--- src/rtl/orl_pkg.sv ---
// ----------------------------------------------------------------------------
// orl_pkg
// Shared types, character codes and helper functions for the object record
// loader.
// ----------------------------------------------------------------------------
package orl_pkg;

    localparam int ADDR_BITS_DEF  = 24;
    localparam int NAME_CHARS_DEF = 6;

    localparam logic [7:0] CHAR_CARET = 8'h5E;
    localparam logic [7:0] CHAR_T     = 8'h54;
    localparam logic [7:0] CHAR_E     = 8'h45;
    localparam logic [7:0] CHAR_SPACE = 8'h20;
    localparam logic [7:0] CHAR_TAB   = 8'h09;
    localparam logic [7:0] CHAR_CR    = 8'h0D;
    localparam logic [7:0] HEX_ZERO   = 8'd48;
    localparam logic [7:0] HEX_GAP    = 8'd7;
    localparam logic [7:0] HEX_NINE   = 8'd9;

    typedef enum logic [1:0] {
        KIND_BYTE   = 2'd0,
        KIND_HEADER = 2'd1,
        KIND_END    = 2'd2
    } t_kind;

    typedef enum logic [1:0] {
        REC_HEADER = 2'd0,
        REC_TEXT   = 2'd1,
        REC_SKIP   = 2'd2
    } t_rec_type;

    // Parse flags carried between the state registers and the step logic
    typedef struct packed {
        logic      header_seen;
        logic      finished;
        logic      at_start;
        t_rec_type rec_type;
        logic [1:0] sep_cnt;
        logic      nib_pend;
    } t_ctrl;

    function automatic logic is_space(input logic [7:0] c);
        return (c == CHAR_SPACE) || ((c >= CHAR_TAB) && (c <= CHAR_CR));
    endfunction

    // Loose hex conversion: any character maps to some nibble
    function automatic logic [3:0] hex_value(input logic [7:0] c);
        logic [7:0] d;
        d = c - HEX_ZERO;
        if (d > HEX_NINE) begin
            d = d - HEX_GAP;
        end
        return d[3:0];
    endfunction

endpackage

--- src/rtl/orl_if.sv ---
// ----------------------------------------------------------------------------
// orl_char_if / orl_rec_if
// Valid/ready channels for the character stream and the loader results.
// ----------------------------------------------------------------------------
interface orl_char_if;
    logic       valid;
    logic       ready;
    logic [7:0] character;

    modport source (output valid, output character, input ready);
    modport sink   (input valid, input character, output ready);
endinterface

interface orl_rec_if #(
    parameter int ADDRESS_BITS = orl_pkg::ADDR_BITS_DEF,
    parameter int NAME_CHARS   = orl_pkg::NAME_CHARS_DEF
);
    logic                      valid;
    logic                      ready;
    logic [1:0]                kind;
    logic [ADDRESS_BITS-1:0]   address;
    logic [7:0]                data_byte;
    logic [NAME_CHARS*8-1:0]   program_name;
    logic [ADDRESS_BITS-1:0]   program_length;

    modport source (
        output valid, output kind, output address, output data_byte,
        output program_name, output program_length, input ready
    );
    modport sink (
        input valid, input kind, input address, input data_byte,
        input program_name, input program_length, output ready
    );
endinterface

--- src/rtl/orl_step.sv ---
// ----------------------------------------------------------------------------
// orl_step
// Next-state and result logic for one character of the object program.
// ----------------------------------------------------------------------------
module orl_step #(
    parameter int ADDRESS_BITS = orl_pkg::ADDR_BITS_DEF,
    parameter int NAME_CHARS   = orl_pkg::NAME_CHARS_DEF,
    localparam int CW          = $clog2(NAME_CHARS + 1)
) (
    input  logic [7:0]              i_char,
    input  orl_pkg::t_ctrl          i_ctrl,
    input  logic [ADDRESS_BITS-1:0] i_load_addr,
    input  logic [3:0]              i_high_nib,
    input  logic [NAME_CHARS*8-1:0] i_name,
    input  logic [CW-1:0]           i_name_cnt,
    input  logic [ADDRESS_BITS-1:0] i_start,
    input  logic [ADDRESS_BITS-1:0] i_length,
    output orl_pkg::t_ctrl          o_ctrl,
    output logic [ADDRESS_BITS-1:0] o_load_addr,
    output logic [3:0]              o_high_nib,
    output logic [NAME_CHARS*8-1:0] o_name,
    output logic [CW-1:0]           o_name_cnt,
    output logic [ADDRESS_BITS-1:0] o_start,
    output logic [ADDRESS_BITS-1:0] o_length,
    output logic                    o_res_valid,
    output orl_pkg::t_kind          o_res_kind,
    output logic [ADDRESS_BITS-1:0] o_res_addr,
    output logic [7:0]              o_res_byte
);

    logic [3:0] d;

    assign d = orl_pkg::hex_value(i_char);

    always_comb begin
        o_ctrl      = i_ctrl;
        o_load_addr = i_load_addr;
        o_high_nib  = i_high_nib;
        o_name      = i_name;
        o_name_cnt  = i_name_cnt;
        o_start     = i_start;
        o_length    = i_length;
        o_res_valid = 1'b0;
        o_res_kind  = orl_pkg::KIND_BYTE;
        o_res_addr  = '0;
        o_res_byte  = '0;

        if (i_ctrl.finished) begin
            // drop everything after the end record
        end else if (orl_pkg::is_space(i_char)) begin
            if (!i_ctrl.at_start) begin
                o_ctrl.at_start = 1'b1;
                o_ctrl.nib_pend = 1'b0;
                o_ctrl.sep_cnt  = 2'd0;
                if (i_ctrl.rec_type == orl_pkg::REC_HEADER && !i_ctrl.header_seen) begin
                    o_ctrl.header_seen = 1'b1;
                    o_res_valid        = 1'b1;
                    o_res_kind         = orl_pkg::KIND_HEADER;
                    o_res_addr         = i_start;
                end
            end
        end else if (i_ctrl.at_start) begin
            o_ctrl.at_start = 1'b0;
            o_ctrl.sep_cnt  = 2'd0;
            o_ctrl.nib_pend = 1'b0;
            if (!i_ctrl.header_seen) begin
                o_ctrl.rec_type = orl_pkg::REC_HEADER;
            end else if (i_char == orl_pkg::CHAR_T) begin
                o_ctrl.rec_type = orl_pkg::REC_TEXT;
            end else if (i_char == orl_pkg::CHAR_E) begin
                o_ctrl.finished = 1'b1;
                o_res_valid     = 1'b1;
                o_res_kind      = orl_pkg::KIND_END;
            end else begin
                o_ctrl.rec_type = orl_pkg::REC_SKIP;
            end
        end else if (i_char == orl_pkg::CHAR_CARET) begin
            if (i_ctrl.sep_cnt != 2'd3) begin
                o_ctrl.sep_cnt = i_ctrl.sep_cnt + 2'd1;
            end
            o_ctrl.nib_pend = 1'b0;
            // field 1 of a text record restarts the load address
            if (i_ctrl.rec_type == orl_pkg::REC_TEXT && o_ctrl.sep_cnt == 2'd1) begin
                o_load_addr = '0;
            end
        end else if (i_ctrl.rec_type == orl_pkg::REC_HEADER) begin
            if (i_ctrl.sep_cnt == 2'd1) begin
                if (i_name_cnt < CW'(NAME_CHARS)) begin
                    for (int k = 0; k < NAME_CHARS; k++) begin
                        if (i_name_cnt == CW'(NAME_CHARS - 1 - k)) begin
                            o_name[k*8 +: 8] = i_char;
                        end
                    end
                    o_name_cnt = i_name_cnt + CW'(1);
                end
            end else if (i_ctrl.sep_cnt == 2'd2) begin
                o_start = {i_start[ADDRESS_BITS-5:0], d};
            end else if (i_ctrl.sep_cnt == 2'd3) begin
                o_length = {i_length[ADDRESS_BITS-5:0], d};
            end
        end else if (i_ctrl.rec_type == orl_pkg::REC_TEXT) begin
            if (i_ctrl.sep_cnt == 2'd1) begin
                o_load_addr = {i_load_addr[ADDRESS_BITS-5:0], d};
            end else if (i_ctrl.sep_cnt == 2'd3) begin
                if (!i_ctrl.nib_pend) begin
                    o_high_nib      = d;
                    o_ctrl.nib_pend = 1'b1;
                end else begin
                    o_ctrl.nib_pend = 1'b0;
                    o_res_valid     = 1'b1;
                    o_res_kind      = orl_pkg::KIND_BYTE;
                    o_res_addr      = i_load_addr;
                    o_res_byte      = {i_high_nib, d};
                    o_load_addr     = i_load_addr + ADDRESS_BITS'(1);
                end
            end
        end
    end

endmodule

--- src/rtl/object_record_loader_unit.sv ---
// ----------------------------------------------------------------------------
// object_record_loader_unit
// Absolute loader for a SIC-style object program fed one character at a time.
// ----------------------------------------------------------------------------
// Usage:
//   i_in carries one ASCII character per request. Whitespace ends a record,
//   '^' separates fields. The first record is the header; on its end one
//   header summary request (kind 1: name, start, length) leaves on o_out.
//   Text records ('T') give one byte write request (kind 0) per hex digit
//   pair from field 3 on. An 'E' record gives one end request (kind 2) and
//   every later character is swallowed. Other records are skipped.
// Throughput and datapath:
//   One character per cycle while o_out is not stalled. A character is
//   held in the input register, then a single pass of parse logic updates
//   the state and loads the result register, from which the result is
//   presented on o_out.
// Reset:
//   Synchronous, active low; parse state returns to "header expected",
//   the name to all spaces, both registers empty.
// Stall:
//   While o_out is stalled with a result waiting, an empty input register
//   still takes one more character; then i_in.ready drops until o_out moves.
// ----------------------------------------------------------------------------
module object_record_loader_unit #(
    parameter int ADDRESS_BITS = orl_pkg::ADDR_BITS_DEF,
    parameter int NAME_CHARS   = orl_pkg::NAME_CHARS_DEF
) (
    input  logic        i_clk,
    input  logic        i_rst_n,
    orl_char_if.sink    i_in,
    orl_rec_if.source   o_out
);

    localparam int CW = $clog2(NAME_CHARS + 1);

    // input register
    logic       r_in_valid;
    logic [7:0] r_in_char;

    // parse state
    orl_pkg::t_ctrl          r_ctrl,      n_ctrl;
    logic [ADDRESS_BITS-1:0] r_load_addr, n_load_addr;
    logic [3:0]              r_high_nib,  n_high_nib;
    logic [NAME_CHARS*8-1:0] r_name,      n_name;
    logic [CW-1:0]           r_name_cnt,  n_name_cnt;
    logic [ADDRESS_BITS-1:0] r_start,     n_start;
    logic [ADDRESS_BITS-1:0] r_length,    n_length;

    // result register
    logic                    r_out_valid;
    orl_pkg::t_kind          r_out_kind;
    logic [ADDRESS_BITS-1:0] r_out_addr;
    logic [7:0]              r_out_byte;
    logic [NAME_CHARS*8-1:0] r_out_name;
    logic [ADDRESS_BITS-1:0] r_out_length;

    logic                    res_valid;
    orl_pkg::t_kind          res_kind;
    logic [ADDRESS_BITS-1:0] res_addr;
    logic [7:0]              res_byte;
    logic                    advance;
    logic                    in_take;

    // advance the parse stage whenever the result register can take a value
    assign advance    = !r_out_valid || o_out.ready;
    assign i_in.ready = !r_in_valid || advance;
    assign in_take    = i_in.valid && i_in.ready;

    orl_step #(
        .ADDRESS_BITS (ADDRESS_BITS),
        .NAME_CHARS   (NAME_CHARS)
    ) u_step (
        .i_char      (r_in_char),
        .i_ctrl      (r_ctrl),
        .i_load_addr (r_load_addr),
        .i_high_nib  (r_high_nib),
        .i_name      (r_name),
        .i_name_cnt  (r_name_cnt),
        .i_start     (r_start),
        .i_length    (r_length),
        .o_ctrl      (n_ctrl),
        .o_load_addr (n_load_addr),
        .o_high_nib  (n_high_nib),
        .o_name      (n_name),
        .o_name_cnt  (n_name_cnt),
        .o_start     (n_start),
        .o_length    (n_length),
        .o_res_valid (res_valid),
        .o_res_kind  (res_kind),
        .o_res_addr  (res_addr),
        .o_res_byte  (res_byte)
    );

    // input register: hold until the parse stage consumes it
    always_ff @(posedge i_clk) begin
        if (!i_rst_n) begin
            r_in_valid <= 1'b0;
        end else if (in_take) begin
            r_in_valid <= 1'b1;
        end else if (advance) begin
            r_in_valid <= 1'b0;
        end
    end

    always_ff @(posedge i_clk) begin
        if (in_take) begin
            r_in_char <= i_in.character;
        end
    end

    // parse state: update once per consumed character
    always_ff @(posedge i_clk) begin
        if (!i_rst_n) begin
            r_ctrl      <= '{header_seen: 1'b0, finished: 1'b0, at_start: 1'b1,
                             rec_type: orl_pkg::REC_HEADER, sep_cnt: 2'd0,
                             nib_pend: 1'b0};
            r_load_addr <= '0;
            r_high_nib  <= '0;
            r_name      <= {NAME_CHARS{orl_pkg::CHAR_SPACE}};
            r_name_cnt  <= '0;
            r_start     <= '0;
            r_length    <= '0;
        end else if (advance && r_in_valid) begin
            r_ctrl      <= n_ctrl;
            r_load_addr <= n_load_addr;
            r_high_nib  <= n_high_nib;
            r_name      <= n_name;
            r_name_cnt  <= n_name_cnt;
            r_start     <= n_start;
            r_length    <= n_length;
        end
    end

    // result register
    always_ff @(posedge i_clk) begin
        if (!i_rst_n) begin
            r_out_valid <= 1'b0;
        end else if (advance) begin
            r_out_valid <= r_in_valid && res_valid;
        end
    end

    always_ff @(posedge i_clk) begin
        if (advance && r_in_valid && res_valid) begin
            r_out_kind <= res_kind;
            r_out_addr <= res_addr;
            r_out_byte <= res_byte;
            // name and length travel only with the header summary
            if (res_kind == orl_pkg::KIND_HEADER) begin
                r_out_name   <= r_name;
                r_out_length <= r_length;
            end else begin
                r_out_name   <= '0;
                r_out_length <= '0;
            end
        end
    end

    assign o_out.valid          = r_out_valid;
    assign o_out.kind           = r_out_kind;
    assign o_out.address        = r_out_addr;
    assign o_out.data_byte      = r_out_byte;
    assign o_out.program_name   = r_out_name;
    assign o_out.program_length = r_out_length;

endmodule
--- src/flat_wrapper.sv ---
// flat-port wrapper written by rule: the top's interface ports become plain ports
module object_record_loader_unit_flat 
#(
    parameter int ADDRESS_BITS = orl_pkg::ADDR_BITS_DEF,
    parameter int NAME_CHARS   = orl_pkg::NAME_CHARS_DEF
)
  (i_clk, i_rst_n, i_in_valid, i_in_character, i_in_ready, o_out_valid, o_out_kind, o_out_address, o_out_data_byte, o_out_program_name, o_out_program_length, o_out_ready);
  orl_char_if i_in_i ();
  orl_rec_if #(.ADDRESS_BITS(ADDRESS_BITS), .NAME_CHARS(NAME_CHARS)) o_out_i ();
  input  logic i_clk;
  input  logic i_rst_n;
  input wire logic [$bits(i_in_i.valid)-1:0] i_in_valid;
  input wire logic [$bits(i_in_i.character)-1:0] i_in_character;
  output wire logic [$bits(i_in_i.ready)-1:0] i_in_ready;
  output wire logic [$bits(o_out_i.valid)-1:0] o_out_valid;
  output wire logic [$bits(o_out_i.kind)-1:0] o_out_kind;
  output wire logic [$bits(o_out_i.address)-1:0] o_out_address;
  output wire logic [$bits(o_out_i.data_byte)-1:0] o_out_data_byte;
  output wire logic [$bits(o_out_i.program_name)-1:0] o_out_program_name;
  output wire logic [$bits(o_out_i.program_length)-1:0] o_out_program_length;
  input wire logic [$bits(o_out_i.ready)-1:0] o_out_ready;
  assign i_in_i.valid = i_in_valid;
  assign i_in_i.character = i_in_character;
  assign i_in_ready = i_in_i.ready;
  assign o_out_valid = o_out_i.valid;
  assign o_out_kind = o_out_i.kind;
  assign o_out_address = o_out_i.address;
  assign o_out_data_byte = o_out_i.data_byte;
  assign o_out_program_name = o_out_i.program_name;
  assign o_out_program_length = o_out_i.program_length;
  assign o_out_i.ready = o_out_ready;
  object_record_loader_unit #(.ADDRESS_BITS(ADDRESS_BITS), .NAME_CHARS(NAME_CHARS)) u_core (.i_clk(i_clk), .i_rst_n(i_rst_n), .i_in(i_in_i), .o_out(o_out_i));
endmodule
--- config.mk ---
export PLATFORM = sky130hd
export DESIGN_NAME = object_record_loader_unit_flat
export DESIGN_NICKNAME = d
export VERILOG_FILES = /design/src/rtl/orl_pkg.sv /design/src/rtl/orl_if.sv /design/src/rtl/orl_step.sv /design/src/rtl/object_record_loader_unit.sv /design/src/flat_wrapper.sv
export SDC_FILE = /design/constraint.sdc
export NUM_CORES = 1
export LEC_CHECK = 0
export BUFFER_PORTS_ARGS = -buffer_cell sky130_fd_sc_hd__buf_4
export CORE_MARGIN = 2
export CORE_UTILIZATION = 63
export CTS_CLUSTER_SIZE = 30
export DETAILED_ROUTE_END_ITERATION = 8
export PLACE_DENSITY = 0.93
export SLEW_MARGIN = 0
export SYNTH_ARGS = -nofsm -noshare
export SYNTH_HDL_FRONTEND = slang
export SYNTH_SLANG_ARGS = --single-unit
--- constraint.sdc ---
create_clock -name i_clk -period 21.7 [get_ports i_clk]
set_clock_uncertainty 0.1 [all_clocks]
set_input_delay 1.085 -clock i_clk [delete_from_list [all_inputs] [get_ports i_clk]]
set_output_delay 1.085 -clock i_clk [all_outputs]
set_load 0.005 [all_outputs]
==> results_tabular.tex, run 1 <==
\begin{tabular}{lr}
\hline
Metric & Value \\
\hline
\multicolumn{2}{l}{\textbf{Run status}} \\
Outcome & completed \\
\multicolumn{2}{l}{\textbf{Clock tree}} \\
Deepest clock path buffer count & 3 \\
Clock transition at the registers of the reported paths & $\sim$0.06 ns \\
CTS tree & built \\
Buffers inserted during post-CTS setup optimization & 0 \\
Clock latency at the later pin of the worst-skew pair & 0.51 ns \\
Deepest level of the CTS H-tree & 1 \\
Number of sinks driven by the clock tree & approximately 250 \\
Total clock buffers created by CTS & 24 \\
Number of cells upsized or downsized after cts & 0 \\
Number of hold-repair buffers added at the cts stage & 0 \\
Root Buffer & clkbuf\_16 \\
\multicolumn{2}{l}{\textbf{Logic synthesis}} \\
Share of flip-flops with an asynchronous set or reset after synthesis & 0\% \\
Mean cell area of the mapped netlist & about 11 um2 \\
Total standard cell area after synthesis & $\sim$11000 um2 \\
Post-synth EDFFs & around 110 \\
Gate count after technology mapping & 1015 \\
Seq/Total Area, Yosys & a little under three fifths \\
Synth unique cells & 81 \\
Mapped Nets & around 1000 \\
FF+latch count, synth & between 200 and 300 \\
Leading register cell type out of synthesis & dfxtp\_1 \\
Count of warnings emitted by yosys & 0 \\
\multicolumn{2}{l}{\textbf{Worst setup path}} \\
WP data arrival & around 5.0 ns \\
Critical-path maximum fanout & 74 \\
Sort of element at the start of the critical path & flip-flop \\
Cells along the critical path & inv\_1 -> ha\_1 -> nor2\_2 -> a311o\_1 -> o21ai\_1 -> or4\_1 -> a21oi\_4 -> buf\_4 \\
Worst reg2reg startpoint & u\_core.r\_in\_char[1] \\
Max incr delay on CP & 0.90 ns \\
Reg2reg setup slack & 16.74 ns \\
Crit. End Element & flip-flop \\
Category of the critical setup timing path & reg2reg \\
Worst EP required & 21.73 ns \\
Reg2reg end & u\_core.o\_out.address[22] \\
Slowest cell on the critical path & a21oi\_4 \\
Depth of the worst register-to-register path & 8 \\
\multicolumn{2}{l}{\textbf{Power}} \\
Net switching power & 0.202 mW \\
Switching share of power & between 20\% and 30\% \\
Max VDD drop & between 0.07 and 0.08 mV \\
PwrDens & about 74 nW/um2 \\
Part of the power in the clock network & between 40 and 50\% \\
Leakage power figure & $\sim$4.3 nW \\
Register share of total power & 53.1\% \\
Total power of the final layout & around 0.94 mW \\
Internal cell power & roughly 0.74 mW \\
Combinational share of power & under 10\% \\
\multicolumn{2}{l}{\textbf{Worst hold path}} \\
Number of cells on the worst hold path & 2 \\
Worst-case hold path end point & u\_core.r\_name[8] \\
Hold path startpoint & u\_core.r\_name[8] \\
Type of the tightest min-delay check & reg2reg \\
\multicolumn{2}{l}{\textbf{STA}} \\
Setup TNS & 0 ns \\
Max-Slew Margin vs Limit & between 10 and 15\% \\
Unrepaired setup endpoints after global routing & false \\
Final worst path period need & between 4 and 5 ns \\
Highest achievable clock rate & $\sim$200 MHz \\
Final count of negative-setup-slack endpoints & 0 \\
Final worst setup slack & roughly 17 ns \\
Actual slew at the worst max-slew pin & about 1.3 ns \\
Post-route clock period utilization & 22.8\% \\
Slew Limit Fails & 0 \\
Final-report hold violation count & 0 \\
\multicolumn{2}{l}{\textbf{GRT}} \\
Met3 routing resource usage after global routing & about 4.5\% \\
Via count of the first global-routing pass & about 8000 \\
Wire length of the first global-routing pass & around 42000 um \\
Top Usage Layer GRT & met2 \\
Global-route total usage across every layer & between 20\% and 30\% \\
Remaining global-route overflow & 0 \\
Number of antenna violations at the first check in global routing & 0 \\
Global Route met2 Usage & between 40 and 50\% \\
Grt met1 use & between 30 and 40\% \\
Maximum number of pins on one net before global-route repair & between 100 and 150 \\
\multicolumn{2}{l}{\textbf{Floorplan}} \\
I/O pin count & 120 \\
Die height & 136 um \\
Standard-cell rows & between 40 and 50 \\
Floorplan die area & 18600 um2 \\
Initial core utilization & between 60\% and 70\% \\
Core Box Area & approximately 17000 um2 \\
Horiz. Die Dim & 136 um \\
\multicolumn{2}{l}{\textbf{Detailed routing}} \\
ANT nets after route & 0 \\
DR iter-0 viols & about 1100 \\
Post-detailed-route wirelength per cell & about 20 um \\
Post-detailed-route via-to-cell ratio & approximately 6.5 \\
Detailed Routing Iterations Pass 1 & 6 \\
Total number of vias & $\sim$8700 \\
Aggregate routed wire length & roughly 27000 um \\
DRC violation count after routing & 0 \\
\multicolumn{2}{l}{\textbf{Cells and area}} \\
Fraction of final layout cells with drive strength greater than 1 & about 18\% \\
Number of diodes & 0 \\
Layout fillers & about 1100 \\
Nets & between 1000 and 1500 \\
Area added between synthesis and finish & 14.6\% \\
Area used by multi-input combinational logic & approximately 4400 um2 \\
Area of all sequential standard cells & just over 6000 um2 \\
\multicolumn{2}{l}{\textbf{Placed design}} \\
Number of port buffers & about 120 \\
Worst slack at placement & 16.81 ns \\
Post-detailed-placement half-perimeter wirelength & 16400 um \\
Final estimated routing congestion in global placement & 0.957 \\
\multicolumn{2}{l}{\textbf{Flow run}} \\
Reported max-cap violation count & 0 \\
\hline
\end{tabular}
cells in the mapped netlist (all sizes together), types with 6 or more instances:
master | instances | share of area, %
dfxtp | 137 | 25
nand3 | 64 | 2.9
nand4 | 13 | 0.74
buf | 25 | 1.6
and3 | 8 | 0.45
a221o | 6 | 0.54
ha | 16 | 1.8
nor2 | 52 | 1.8
and4 | 6 | 0.48
and2 | 83 | 4.7
nor3 | 27 | 1.3
edfxtp | 114 | 31
o221ai | 7 | 0.55
mux2i | 45 | 4.1
a22o | 17 | 1.3
nand2b | 7 | 0.46
clkbuf | 60 | 2.6
a2111oi | 8 | 1.7
o21ai | 63 | 2.9
a21oi | 81 | 3.7
nand2 | 46 | 1.6
inv | 19 | 0.65
o211ai | 12 | 0.86
nor4 | 7 | 0.40
o31ai | 12 | 0.81
a31oi | 6 | 0.34
area by class of cell:
type | instances | share of cell area (%)
flip-flops and latches | 251 | 48.7
multi-input cells | 660 | 34.6
repair buffers | 130 | 7.70
clock buffers | 37 | 5.86
well taps | 225 | 2.22
inverters | 19 | 0.563
clock inverters | 7 | 0.415
worst max-delay path: cells and delay by family, from the launching register on:
kind / cells / cell delay [ns]
flops: 1 / 0.61
compound gates: 3 / 1.54
simple gates: 2 / 0.95
buf+inv: 2 / 0.99
fa+ha+maj: 1 / 0.30
logic make-up (layout without fill, tap and decap cells):
kind of cell	count (synthesis)	in the layout	synth area share, %
flops	251	251	55.8
xor+xnor	1	1	0.0792
fa+ha+maj	16	16	1.81
mux	45	45	4.07
buf+inv	104	193	4.85
compound gates	257	257	16.6
simple gates	341	341	16.8
sequential cells by signal, summed over array words and instances (netlist names):
register / count
u_core.o_out.address: 24
u_core.o_out.data_byte: 8
u_core.o_out.kind: 2
u_core.o_out.program_length: 24
u_core.o_out.program_name: 48
u_core.o_out.valid: 1
u_core.r_ctrl: 8
u_core.r_high_nib: 4
u_core.r_in_char: 8
u_core.r_in_valid: 1
u_core.r_length: 24
u_core.r_load_addr: 24
u_core.r_name: 48
u_core.r_name_cnt: 3
u_core.r_start: 24
metal layers:
metal  up-vias  part of all wire (%)
met4         0                   3.5
met1      4152                    40
met3        94                   9.6
met2       542                    47
met5         -                     0
li1       3888                     -
cell usage in the layout, fill, tap and decap left out, types with 7 or more instances in the layout:
master,n
mux2i_1,45
a21oi_1,80
o21ai_0,49
edfxtp_1,114
and2_1,82
dfxtp_1,137
o21ai_1,14
clkbuf_16,26
nor2_1,51
o31ai_1,12
nand3_1,64
inv_1,17
o221ai_1,7
nand4_1,13
nor3_1,26
nand2_1,46
a22o_1,17
ha_1,16
buf_4,130
o211ai_1,11
and3_1,8
per-stage QoR:
stage	cell area, um2	utilization, %	cells	hold slack, ns
6_report	12700	73.5	1329	0.366
5_1_grt	12700	73.5	1329	0.398
4_1_cts	12700	73.5	1329	0.368
2_1_floorplan	11100	-	1015	0.333
3_3_place_gp	11900	68.9	1285	0.351
3_5_place_dp	11900	68.9	1285	0.357
power groups by stage:
stage | logic [mW] | registers, mW | clock network (mW)
global placement | 0.0270 | 0.509 | 0
detailed placement | 0.0276 | 0.509 | 0
CTS | 0.0283 | 0.499 | 0.413
global route | 0.0306 | 0.499 | 0.432
finish | 0.0293 | 0.499 | 0.412
floorplan | 0.0270 | 0.504 | 0
worst max path at each step:
stage,startpoint,end,depth (start not counted)
5_1_grt,u_core.r_in_char[1],u_core.o_out.address[22],8
4_1_cts,u_core.r_in_char[1],u_core.o_out.kind[0],8
3_3_place_gp,u_core.r_in_char[1],u_core.o_out.address[18],8
3_5_place_dp,u_core.r_in_char[1],u_core.o_out.address[16],8
2_1_floorplan,u_core.r_in_char[0],u_core.o_out.address[0],9
6_report,u_core.r_in_char[1],u_core.o_out.address[22],8
Power figures use the tool's default switching activity.
==> run 2, diff against run 1 <==
--- a/config.mk
+++ b/config.mk
@@ -7,10 +7,10 @@
 export LEC_CHECK = 0
 export BUFFER_PORTS_ARGS = -buffer_cell sky130_fd_sc_hd__buf_4
 export CORE_MARGIN = 2
-export CORE_UTILIZATION = 63
+export CORE_UTILIZATION = 53
 export CTS_CLUSTER_SIZE = 30
 export DETAILED_ROUTE_END_ITERATION = 8
-export PLACE_DENSITY = 0.93
+export PLACE_DENSITY = 0.84
 export SLEW_MARGIN = 0
 export SYNTH_ARGS = -nofsm -noshare
 export SYNTH_HDL_FRONTEND = slang
==> constraint.sdc (replaced) <==
create_clock -name i_clk -period 4.32 [get_ports i_clk]
set_clock_uncertainty 0.1 [all_clocks]
set_input_delay 0.216 -clock i_clk [delete_from_list [all_inputs] [get_ports i_clk]]
set_output_delay 0.216 -clock i_clk [all_outputs]
set_load 0.005 [all_outputs]
==> run 2 against run 1 <==
  * Die area increased by 18%
  * Sequential share of layout area decreased by 1.1 points
  * Utilization is 9.9 points lower
  * Combinational power increased to 5.4 times the previous value
  * Maximum frequency up 34%
  * Count of clock-buffer cells in the layout is 3 higher
  * Setup slack got worse by 16 ns
  * Final area up 2.2%
  * Cell count grew 4.6%
  * Sequential cell count did not move
  * Total power grew to 5.1 times the previous value
  * Critical path type unchanged
  * Critical endpoint is now u_core.o_out.program_name[29]
  * Largest cell class unchanged
  * Largest power group unchanged
==> results_tabular.tex, run 2 (synthesis results as in run 1) <==
\begin{tabular}{lr}
\hline
Metric & Value \\
\hline
\multicolumn{2}{l}{\textbf{STA}} \\
Final worst setup slack & 0.619 ns (-16.12 ns) \\
Worst hold margin & 0.341 ns (-0.0250 ns) \\
Max-Slew Margin vs Limit & 21.8\% (+6.8 points) \\
Final worst path period need & 3.70 ns (-1.26 ns) \\
Final count of negative-setup-slack endpoints & 0 (unchanged) \\
Highest achievable clock rate & 270 MHz (+34\%) \\
Post-route clock period utilization & 85.7\% (+63 points) \\
Final-report hold violation count & 0 (unchanged) \\
Unrepaired setup endpoints after global routing & false \\
Slew Limit Fails & 0 (unchanged) \\
Actual slew at the worst max-slew pin & 1.17 ns (-0.103 ns) \\
\multicolumn{2}{l}{\textbf{Worst setup path}} \\
Max incr delay on CP & 0.78 ns (-0.12 ns) \\
Buffer and inverter count on the worst path & 2 (unchanged) \\
Slowest cell on the critical path & or4\_1 \\
Category of the critical setup timing path & reg2reg \\
Sort of element at the start of the critical path & flip-flop \\
Crit. End Element & flip-flop \\
Largest delay contributor family on the critical path & simple AND/OR/NAND/NOR gates \\
Worst setup startpoint & u\_core.r\_in\_char[1] \\
WP data arrival & 3.74 ns (-1.25 ns) \\
Worst reg2reg startpoint & u\_core.r\_in\_char[1] \\
Critical-path maximum fanout & 93 (+26\%) \\
Cells along the critical path & inv\_4 -> ha\_2 -> nor3b\_4 -> o22a\_1 -> o21ai\_2 -> or4\_1 -> a21oi\_4 -> buf\_12 \\
Worst EP required & 4.36 ns (-17.37 ns) \\
\multicolumn{2}{l}{\textbf{Clock tree}} \\
Number of sinks driven by the clock tree & 251 (unchanged) \\
Root Buffer & clkbuf\_16 \\
Clock latency at the later pin of the worst-skew pair & 0.51 ns (about the same) \\
Buffers inserted during post-CTS setup optimization & 0 (unchanged) \\
Deepest clock path buffer count & 3 (unchanged) \\
Clock transition at the registers of the reported paths & 0.06 ns (about the same) \\
Total clock buffers created by CTS & 25 (+4.2\%) \\
CTS tree & built \\
Deepest level of the CTS H-tree & 1 (unchanged) \\
\multicolumn{2}{l}{\textbf{Floorplan}} \\
I/O pin count & 120 (unchanged) \\
Initial core utilization & 54.3\% (-9.9 points) \\
Horiz. Die Dim & 148 um (+8.8\%) \\
Core Box Area & 20400 um2 (+18\%) \\
Standard-cell rows & 52 (+8.3\%) \\
Die height & 148 um (+8.8\%) \\
Floorplan die area & 22000 um2 (+18\%) \\
\multicolumn{2}{l}{\textbf{GRT}} \\
Remaining global-route overflow & 0 (unchanged) \\
Maximum number of pins on one net before global-route repair & 102 (unchanged) \\
Global-route total usage across every layer & 22.4\% (-5.6 points) \\
Via count of the first global-routing pass & 7608 (-4.8\%) \\
Number of antenna violations at the first check in global routing & 0 (unchanged) \\
Wire length of the first global-routing pass & 40100 um (-3.6\%) \\
\multicolumn{2}{l}{\textbf{Flow run}} \\
Reported max-cap violation count & 0 (unchanged) \\
\multicolumn{2}{l}{\textbf{Detailed routing}} \\
Detailed Routing Iterations Pass 1 & 5 (-1) \\
DR iter-0 viols & 852 (-26\%) \\
ANT nets after route & 0 (unchanged) \\
Total number of vias & 8384 (-3.4\%) \\
Post-detailed-route wirelength per cell & 18.3 um (-8.9\%) \\
DRC violation count after routing & 0 (unchanged) \\
Post-detailed-route via-to-cell ratio & 6.03 (-7.6\%) \\
Aggregate routed wire length & 25500 um (-4.7\%) \\
\multicolumn{2}{l}{\textbf{Power}} \\
PwrDens & 373 nW/um2 (+400\%) \\
Part of the power in the clock network & 44.9\% (+1.1 points) \\
Total power of the final layout & 4.83 mW (+410\%) \\
Max VDD drop & 0.272 mV (+270\%) \\
Switching share of power & 20.7\% (-0.83 points) \\
Register share of total power & 51.8\% (-1.3 points) \\
Leakage power figure & 4.37 nW (+2.7\%) \\
Internal cell power & 3.83 mW (+420\%) \\
Net switching power & 1.00 mW (+390\%) \\
Combinational share of power & 3.3\% (+0.2 points) \\
\multicolumn{2}{l}{\textbf{Cells and area}} \\
Fraction of final layout cells with drive strength greater than 1 & 18.2\% (+0.46 points) \\
Area used by multi-input combinational logic & 4400 um2 (+0.49\%) \\
Most common library cell in the layout ignoring fill and taps & dfxtp\_1 \\
Layout fillers & 1544 (+42\%) \\
Fraction of the core area covered by cells at the end of the flow & 63.6\% (-9.9 points) \\
Nets & 1130 (+1.4\%) \\
Area added between synthesis and finish & 17.2\% \\
Area of all sequential standard cells & 6170 um2 (unchanged) \\
Number of diodes & 0 (unchanged) \\
Commonest non-fill, non-tap cells in the layout & dfxtp\_1 (137), buf\_4 (133), edfxtp\_1 (114) \\
Final std cell area, no fill & 13000 um2 (+2.2\%) \\
\multicolumn{2}{l}{\textbf{Run status}} \\
Outcome & completed \\
\multicolumn{2}{l}{\textbf{Worst hold path}} \\
Hold path startpoint & i\_in\_character[3] \\
Type of the tightest min-delay check & in2reg \\
\multicolumn{2}{l}{\textbf{Placed design}} \\
Post-detailed-placement half-perimeter wirelength & 16400 um (-0.50\%) \\
Worst slack at placement & 0.678 ns (-16.13 ns) \\
Cell Area, Placed & 12000 um2 (+1.1\%) \\
Number of port buffers & 119 (unchanged) \\
Final estimated routing congestion in global placement & 0.909 (-5.0\%) \\
\hline
\end{tabular}
-- run 2: what timing repair did --
item,CTS,global route
endpoints found under the hold margin,16,0
resized for setup,0,0
hold buffers,11,0
-- run 2: layer usage --
| metal | global-route usage, % | wire, um | share of wire, % |
|---|---|---|---|
| met5 | 0 | 0 | 0 |
| met1 | 32.3 | 10900 | 43 |
| met4 | 8.00 | 746 | 2.9 |
| met2 | 34.9 | 11900 | 47 |
| met3 | 3.19 | 1930 | 7.6 |
-- run 2: area by class of cell --
cell class / instances / area share (%)
inverter: 19 / 0.589
tap: 270 / 2.61
clock inverter: 5 / 0.435
timing repair buffer: 145 / 8.71
multi-input combinational: 660 / 34.0
clock buffer: 40 / 6.08
sequential: 251 / 47.6
-- run 2: stage by stage --
step                      setup TNS, ns  cells
after global placement                0   1334
after detailed placement              0   1334
after floorplan                  -0.195   1015
after CTS                             0   1390
after global routing                  0   1390
final                                 0   1390
-- run 2: worst paths after layout --
| path | to | slack, ns | cells after the start |
|---|---|---|---|
| min | u_core.r_in_char[3] | 0.34 | 2 |
| max reg2reg | u_core.o_out.program_name[29] | 0.62 | 8 |
| min reg2reg | u_core.r_length[10] | 0.37 | 2 |
| max | u_core.o_out.program_name[29] | 0.62 | 8 |
-- run 2: power groups by stage --
stage	Clock, mW	Combinational, mW	Sequential, mW
after global routing	2.30	0.169	2.50
after CTS	2.19	0.155	2.50
after detailed placement	0	0.146	2.55
final	2.17	0.158	2.50
after global placement	0	0.143	2.55
after floorplan	0	0.140	2.53
-- run 2: worst register-to-register path: cells and delay by family, from the launching register on --
kind | cells | cell delay (ns)
adders and majority gates | 1 | 0.24
AOI/OAI and AO/OA | 3 | 0.77
DFF | 1 | 0.63
buffers and inverters | 2 | 0.49
and+or+nand+nor | 2 | 1.03
==> run 3, diff against run 2 <==
--- a/config.mk
+++ b/config.mk
@@ -5,12 +5,12 @@
 export SDC_FILE = /design/constraint.sdc
 export NUM_CORES = 1
 export LEC_CHECK = 0
-export BUFFER_PORTS_ARGS = -buffer_cell sky130_fd_sc_hd__buf_4
 export CORE_MARGIN = 2
-export CORE_UTILIZATION = 53
+export CORE_UTILIZATION = 57
 export CTS_CLUSTER_SIZE = 30
 export DETAILED_ROUTE_END_ITERATION = 8
-export PLACE_DENSITY = 0.84
+export DONT_BUFFER_PORTS = 1
+export PLACE_DENSITY = 0.83
 export SLEW_MARGIN = 0
 export SYNTH_ARGS = -nofsm -noshare
 export SYNTH_HDL_FRONTEND = slang
==> run 3 against run 2 <==
  * Total power is 2.8% lower
  * Maximum frequency is 2.1% higher
  * Highest routed layer unchanged
  * Final area is 7.2% lower
  * Die area is 6.8% lower
  * Non-clock buffer count is 117 lower
  * Sequential cell count stayed put
==> results_tabular.tex, run 3 (synthesis results as in run 1) <==
\begin{tabular}{lr}
\hline
Metric & Value \\
\hline
\multicolumn{2}{l}{\textbf{Detailed routing}} \\
Post-detailed-route via-to-cell ratio & 6.26 (+3.8\%) \\
Detailed Routing Iterations Pass 1 & 5 (unchanged) \\
Post-detailed-route wirelength per cell & 19.2 um (+5.0\%) \\
DRC violation count after routing & 0 (unchanged) \\
DR iter-0 viols & 911 (+6.9\%) \\
Aggregate routed wire length & 24300 um (-4.6\%) \\
ANT nets after route & 0 (unchanged) \\
Total number of vias & 7902 (-5.7\%) \\
\multicolumn{2}{l}{\textbf{Clock tree}} \\
Deepest level of the CTS H-tree & 1 (unchanged) \\
Clock transition at the registers of the reported paths & 0.06 ns (about the same) \\
Total clock buffers created by CTS & 24 (-4.0\%) \\
Number of sinks driven by the clock tree & 251 (unchanged) \\
Deepest clock path buffer count & 3 (unchanged) \\
Root Buffer & clkbuf\_16 \\
CTS tree & built \\
Number of cells upsized or downsized after cts & 0 (unchanged) \\
Clock latency at the later pin of the worst-skew pair & 0.52 ns (about the same) \\
Buffers inserted during post-CTS setup optimization & 0 (unchanged) \\
\multicolumn{2}{l}{\textbf{Cells and area}} \\
Area added between synthesis and finish & 8.67\% \\
Commonest non-fill, non-tap cells in the layout & dfxtp\_1 (137), edfxtp\_1 (114), and2\_1 (82) \\
Fin cells & 1262 (-9.2\%) \\
Fraction of final layout cells with drive strength greater than 1 & 7.98\% (-10 points) \\
Most common library cell in the layout ignoring fill and taps & dfxtp\_1 \\
Nets & 1012 (-10\%) \\
Fraction of the core area covered by cells at the end of the flow & 63.6\% (about the same) \\
Area used by multi-input combinational logic & 4410 um2 (+0.28\%) \\
Number of diodes & 0 (unchanged) \\
Layout fillers & 1446 (-6.3\%) \\
Area of all sequential standard cells & 6170 um2 (unchanged) \\
Final std cell area, no fill & 12000 um2 (-7.2\%) \\
\multicolumn{2}{l}{\textbf{STA}} \\
Post-route clock period utilization & 83.9\% (-1.7 points) \\
Final worst path period need & 3.63 ns (-0.0748 ns) \\
Final count of negative-setup-slack endpoints & 0 (unchanged) \\
Actual slew at the worst max-slew pin & 1.25 ns (+0.0769 ns) \\
Final-report hold violation count & 0 (unchanged) \\
Highest achievable clock rate & 276 MHz (+2.1\%) \\
Max-Slew Margin vs Limit & 16.7\% (-5.1 points) \\
Slew Limit Fails & 0 (unchanged) \\
Setup TNS & 0 ns (unchanged) \\
Unrepaired setup endpoints after global routing & false \\
\multicolumn{2}{l}{\textbf{Floorplan}} \\
Initial core utilization & 58.5\% (+4.2 points) \\
Horiz. Die Dim & 143 um (-3.5\%) \\
I/O pin count & 120 (unchanged) \\
Die height & 143 um (-3.5\%) \\
Core Box Area & 18900 um2 (-7.2\%) \\
Standard-cell rows & 50 (-3.8\%) \\
Floorplan die area & 20500 um2 (-6.8\%) \\
\multicolumn{2}{l}{\textbf{Power}} \\
Part of the power in the clock network & 43.4\% (-1.5 points) \\
Net switching power & 0.985 mW (-1.6\%) \\
Internal cell power & 3.71 mW (-3.1\%) \\
Leakage power figure & 3.79 nW (-13\%) \\
Combinational share of power & 3.3\% (about the same) \\
Max VDD drop & 0.218 mV (-20\%) \\
Register share of total power & 53.2\% (+1.4 points) \\
Switching share of power & 21.0\% (+0.26 points) \\
PwrDens & 391 nW/um2 (+4.8\%) \\
\multicolumn{2}{l}{\textbf{Worst setup path}} \\
Critical-path maximum fanout & 79 (-15\%) \\
Slowest cell on the critical path & or4\_1 \\
Category of the critical setup timing path & reg2reg \\
Max incr delay on CP & 0.77 ns (about the same) \\
Worst EP required & 4.37 ns (about the same) \\
Sort of element at the start of the critical path & flip-flop \\
Cells along the critical path & inv\_4 -> ha\_2 -> nor3b\_4 -> o22a\_1 -> o21ai\_2 -> or4\_1 -> a21oi\_4 -> buf\_12 \\
WP data arrival & 3.68 ns (-0.06 ns) \\
Crit. End Element & flip-flop \\
\multicolumn{2}{l}{\textbf{GRT}} \\
Maximum number of pins on one net before global-route repair & 102 (unchanged) \\
Via count of the first global-routing pass & 7066 (-7.1\%) \\
Remaining global-route overflow & 0 (unchanged) \\
Wire length of the first global-routing pass & 38200 um (-4.7\%) \\
Global-route total usage across every layer & 23.3\% (+0.87 points) \\
Number of antenna violations at the first check in global routing & 0 (unchanged) \\
\multicolumn{2}{l}{\textbf{Worst hold path}} \\
Type of the tightest min-delay check & in2reg \\
\multicolumn{2}{l}{\textbf{Placed design}} \\
Cell Area, Placed & 11100 um2 (-7.4\%) \\
Post-detailed-placement half-perimeter wirelength & 15600 um (-4.7\%) \\
Post-placement cell count & 1205 (-9.7\%) \\
Number of port buffers & 0 (-100\%) \\
Final estimated routing congestion in global placement & 0.909 (about the same) \\
\multicolumn{2}{l}{\textbf{Flow run}} \\
Reported max-cap violation count & 0 (unchanged) \\
\multicolumn{2}{l}{\textbf{Run status}} \\
Outcome & completed \\
\hline
\end{tabular}
run 3: changes by cell type in the layout (fill, tap and decap cells not counted), sizes merged:
cell         change
dlygate4sd3      +1
clkbuf           -1
buf            -118
run 3: final timing paths:
kind | endpoint | slack [ns] | cells past startpoint | startpoint
max | u_core.o_out.program_name[13] | 0.69 | 8 | u_core.r_in_char[1]
max reg2reg | u_core.o_out.program_name[13] | 0.69 | 8 | u_core.r_in_char[1]
min reg2reg | u_core.r_name[15] | 0.37 | 2 | u_core.r_name[15]
min | u_core.r_load_addr[22] | 0.04 | 2 | i_rst_n
run 3: through the flow:
step | total power, mW | worst slack (ns) | hold slack [ns]
floorplan | 2.67 | -0.00184 | 0.215
global route | 4.82 | 0.513 | 0.0545
global placement | 2.69 | 0.880 | 0.187
CTS | 4.72 | 0.746 | 0.0104
detailed placement | 2.69 | 0.780 | 0.190
finish | 4.70 | 0.694 | 0.0408
run 3: routing by layer:
metal | vias up | share of wire (%) | GRT usage (%)
met5 | - | 0 | 0
met1 | 3804 | 44 | 34.4
li1 | 3696 | - | -
met3 | 39 | 7.9 | 3.69
met4 | 0 | 1.9 | 7.17
met2 | 363 | 46 | 35.4
run 3: what timing repair did:
action	in CTS	in global routing
setup endpoints to repair	0	0
endpoints found under the hold margin	35	0
hold buffers	13	0
run 3: area by class of cell:
| class | instances | share of cell area [%] |
|---|---|---|
| clock buffers | 39 | 5.98 |
| clock inverters | 5 | 0.417 |
| inverters | 19 | 0.635 |
| multi-input cells | 660 | 36.7 |
| flip-flops and latches | 251 | 51.3 |
| well taps | 260 | 2.71 |
| repair buffers | 28 | 2.21 |
run 3: power groups by stage:
stage	clock, mW	combinational [mW]	sequential (mW)
after detailed placement	0	0.138	2.55
after global routing	2.15	0.168	2.50
after global placement	0	0.135	2.55
after floorplan	0	0.140	2.53
final	2.04	0.157	2.50
after CTS	2.06	0.154	2.50
run 3: worst max-delay path, delay by kind of cell (launching register included):
kind / cells / cell delay [ns]
buf+inv: 2 / 0.43
fa+ha+maj: 1 / 0.24
compound gates: 3 / 0.77
simple gates: 2 / 1.01
flops: 1 / 0.64
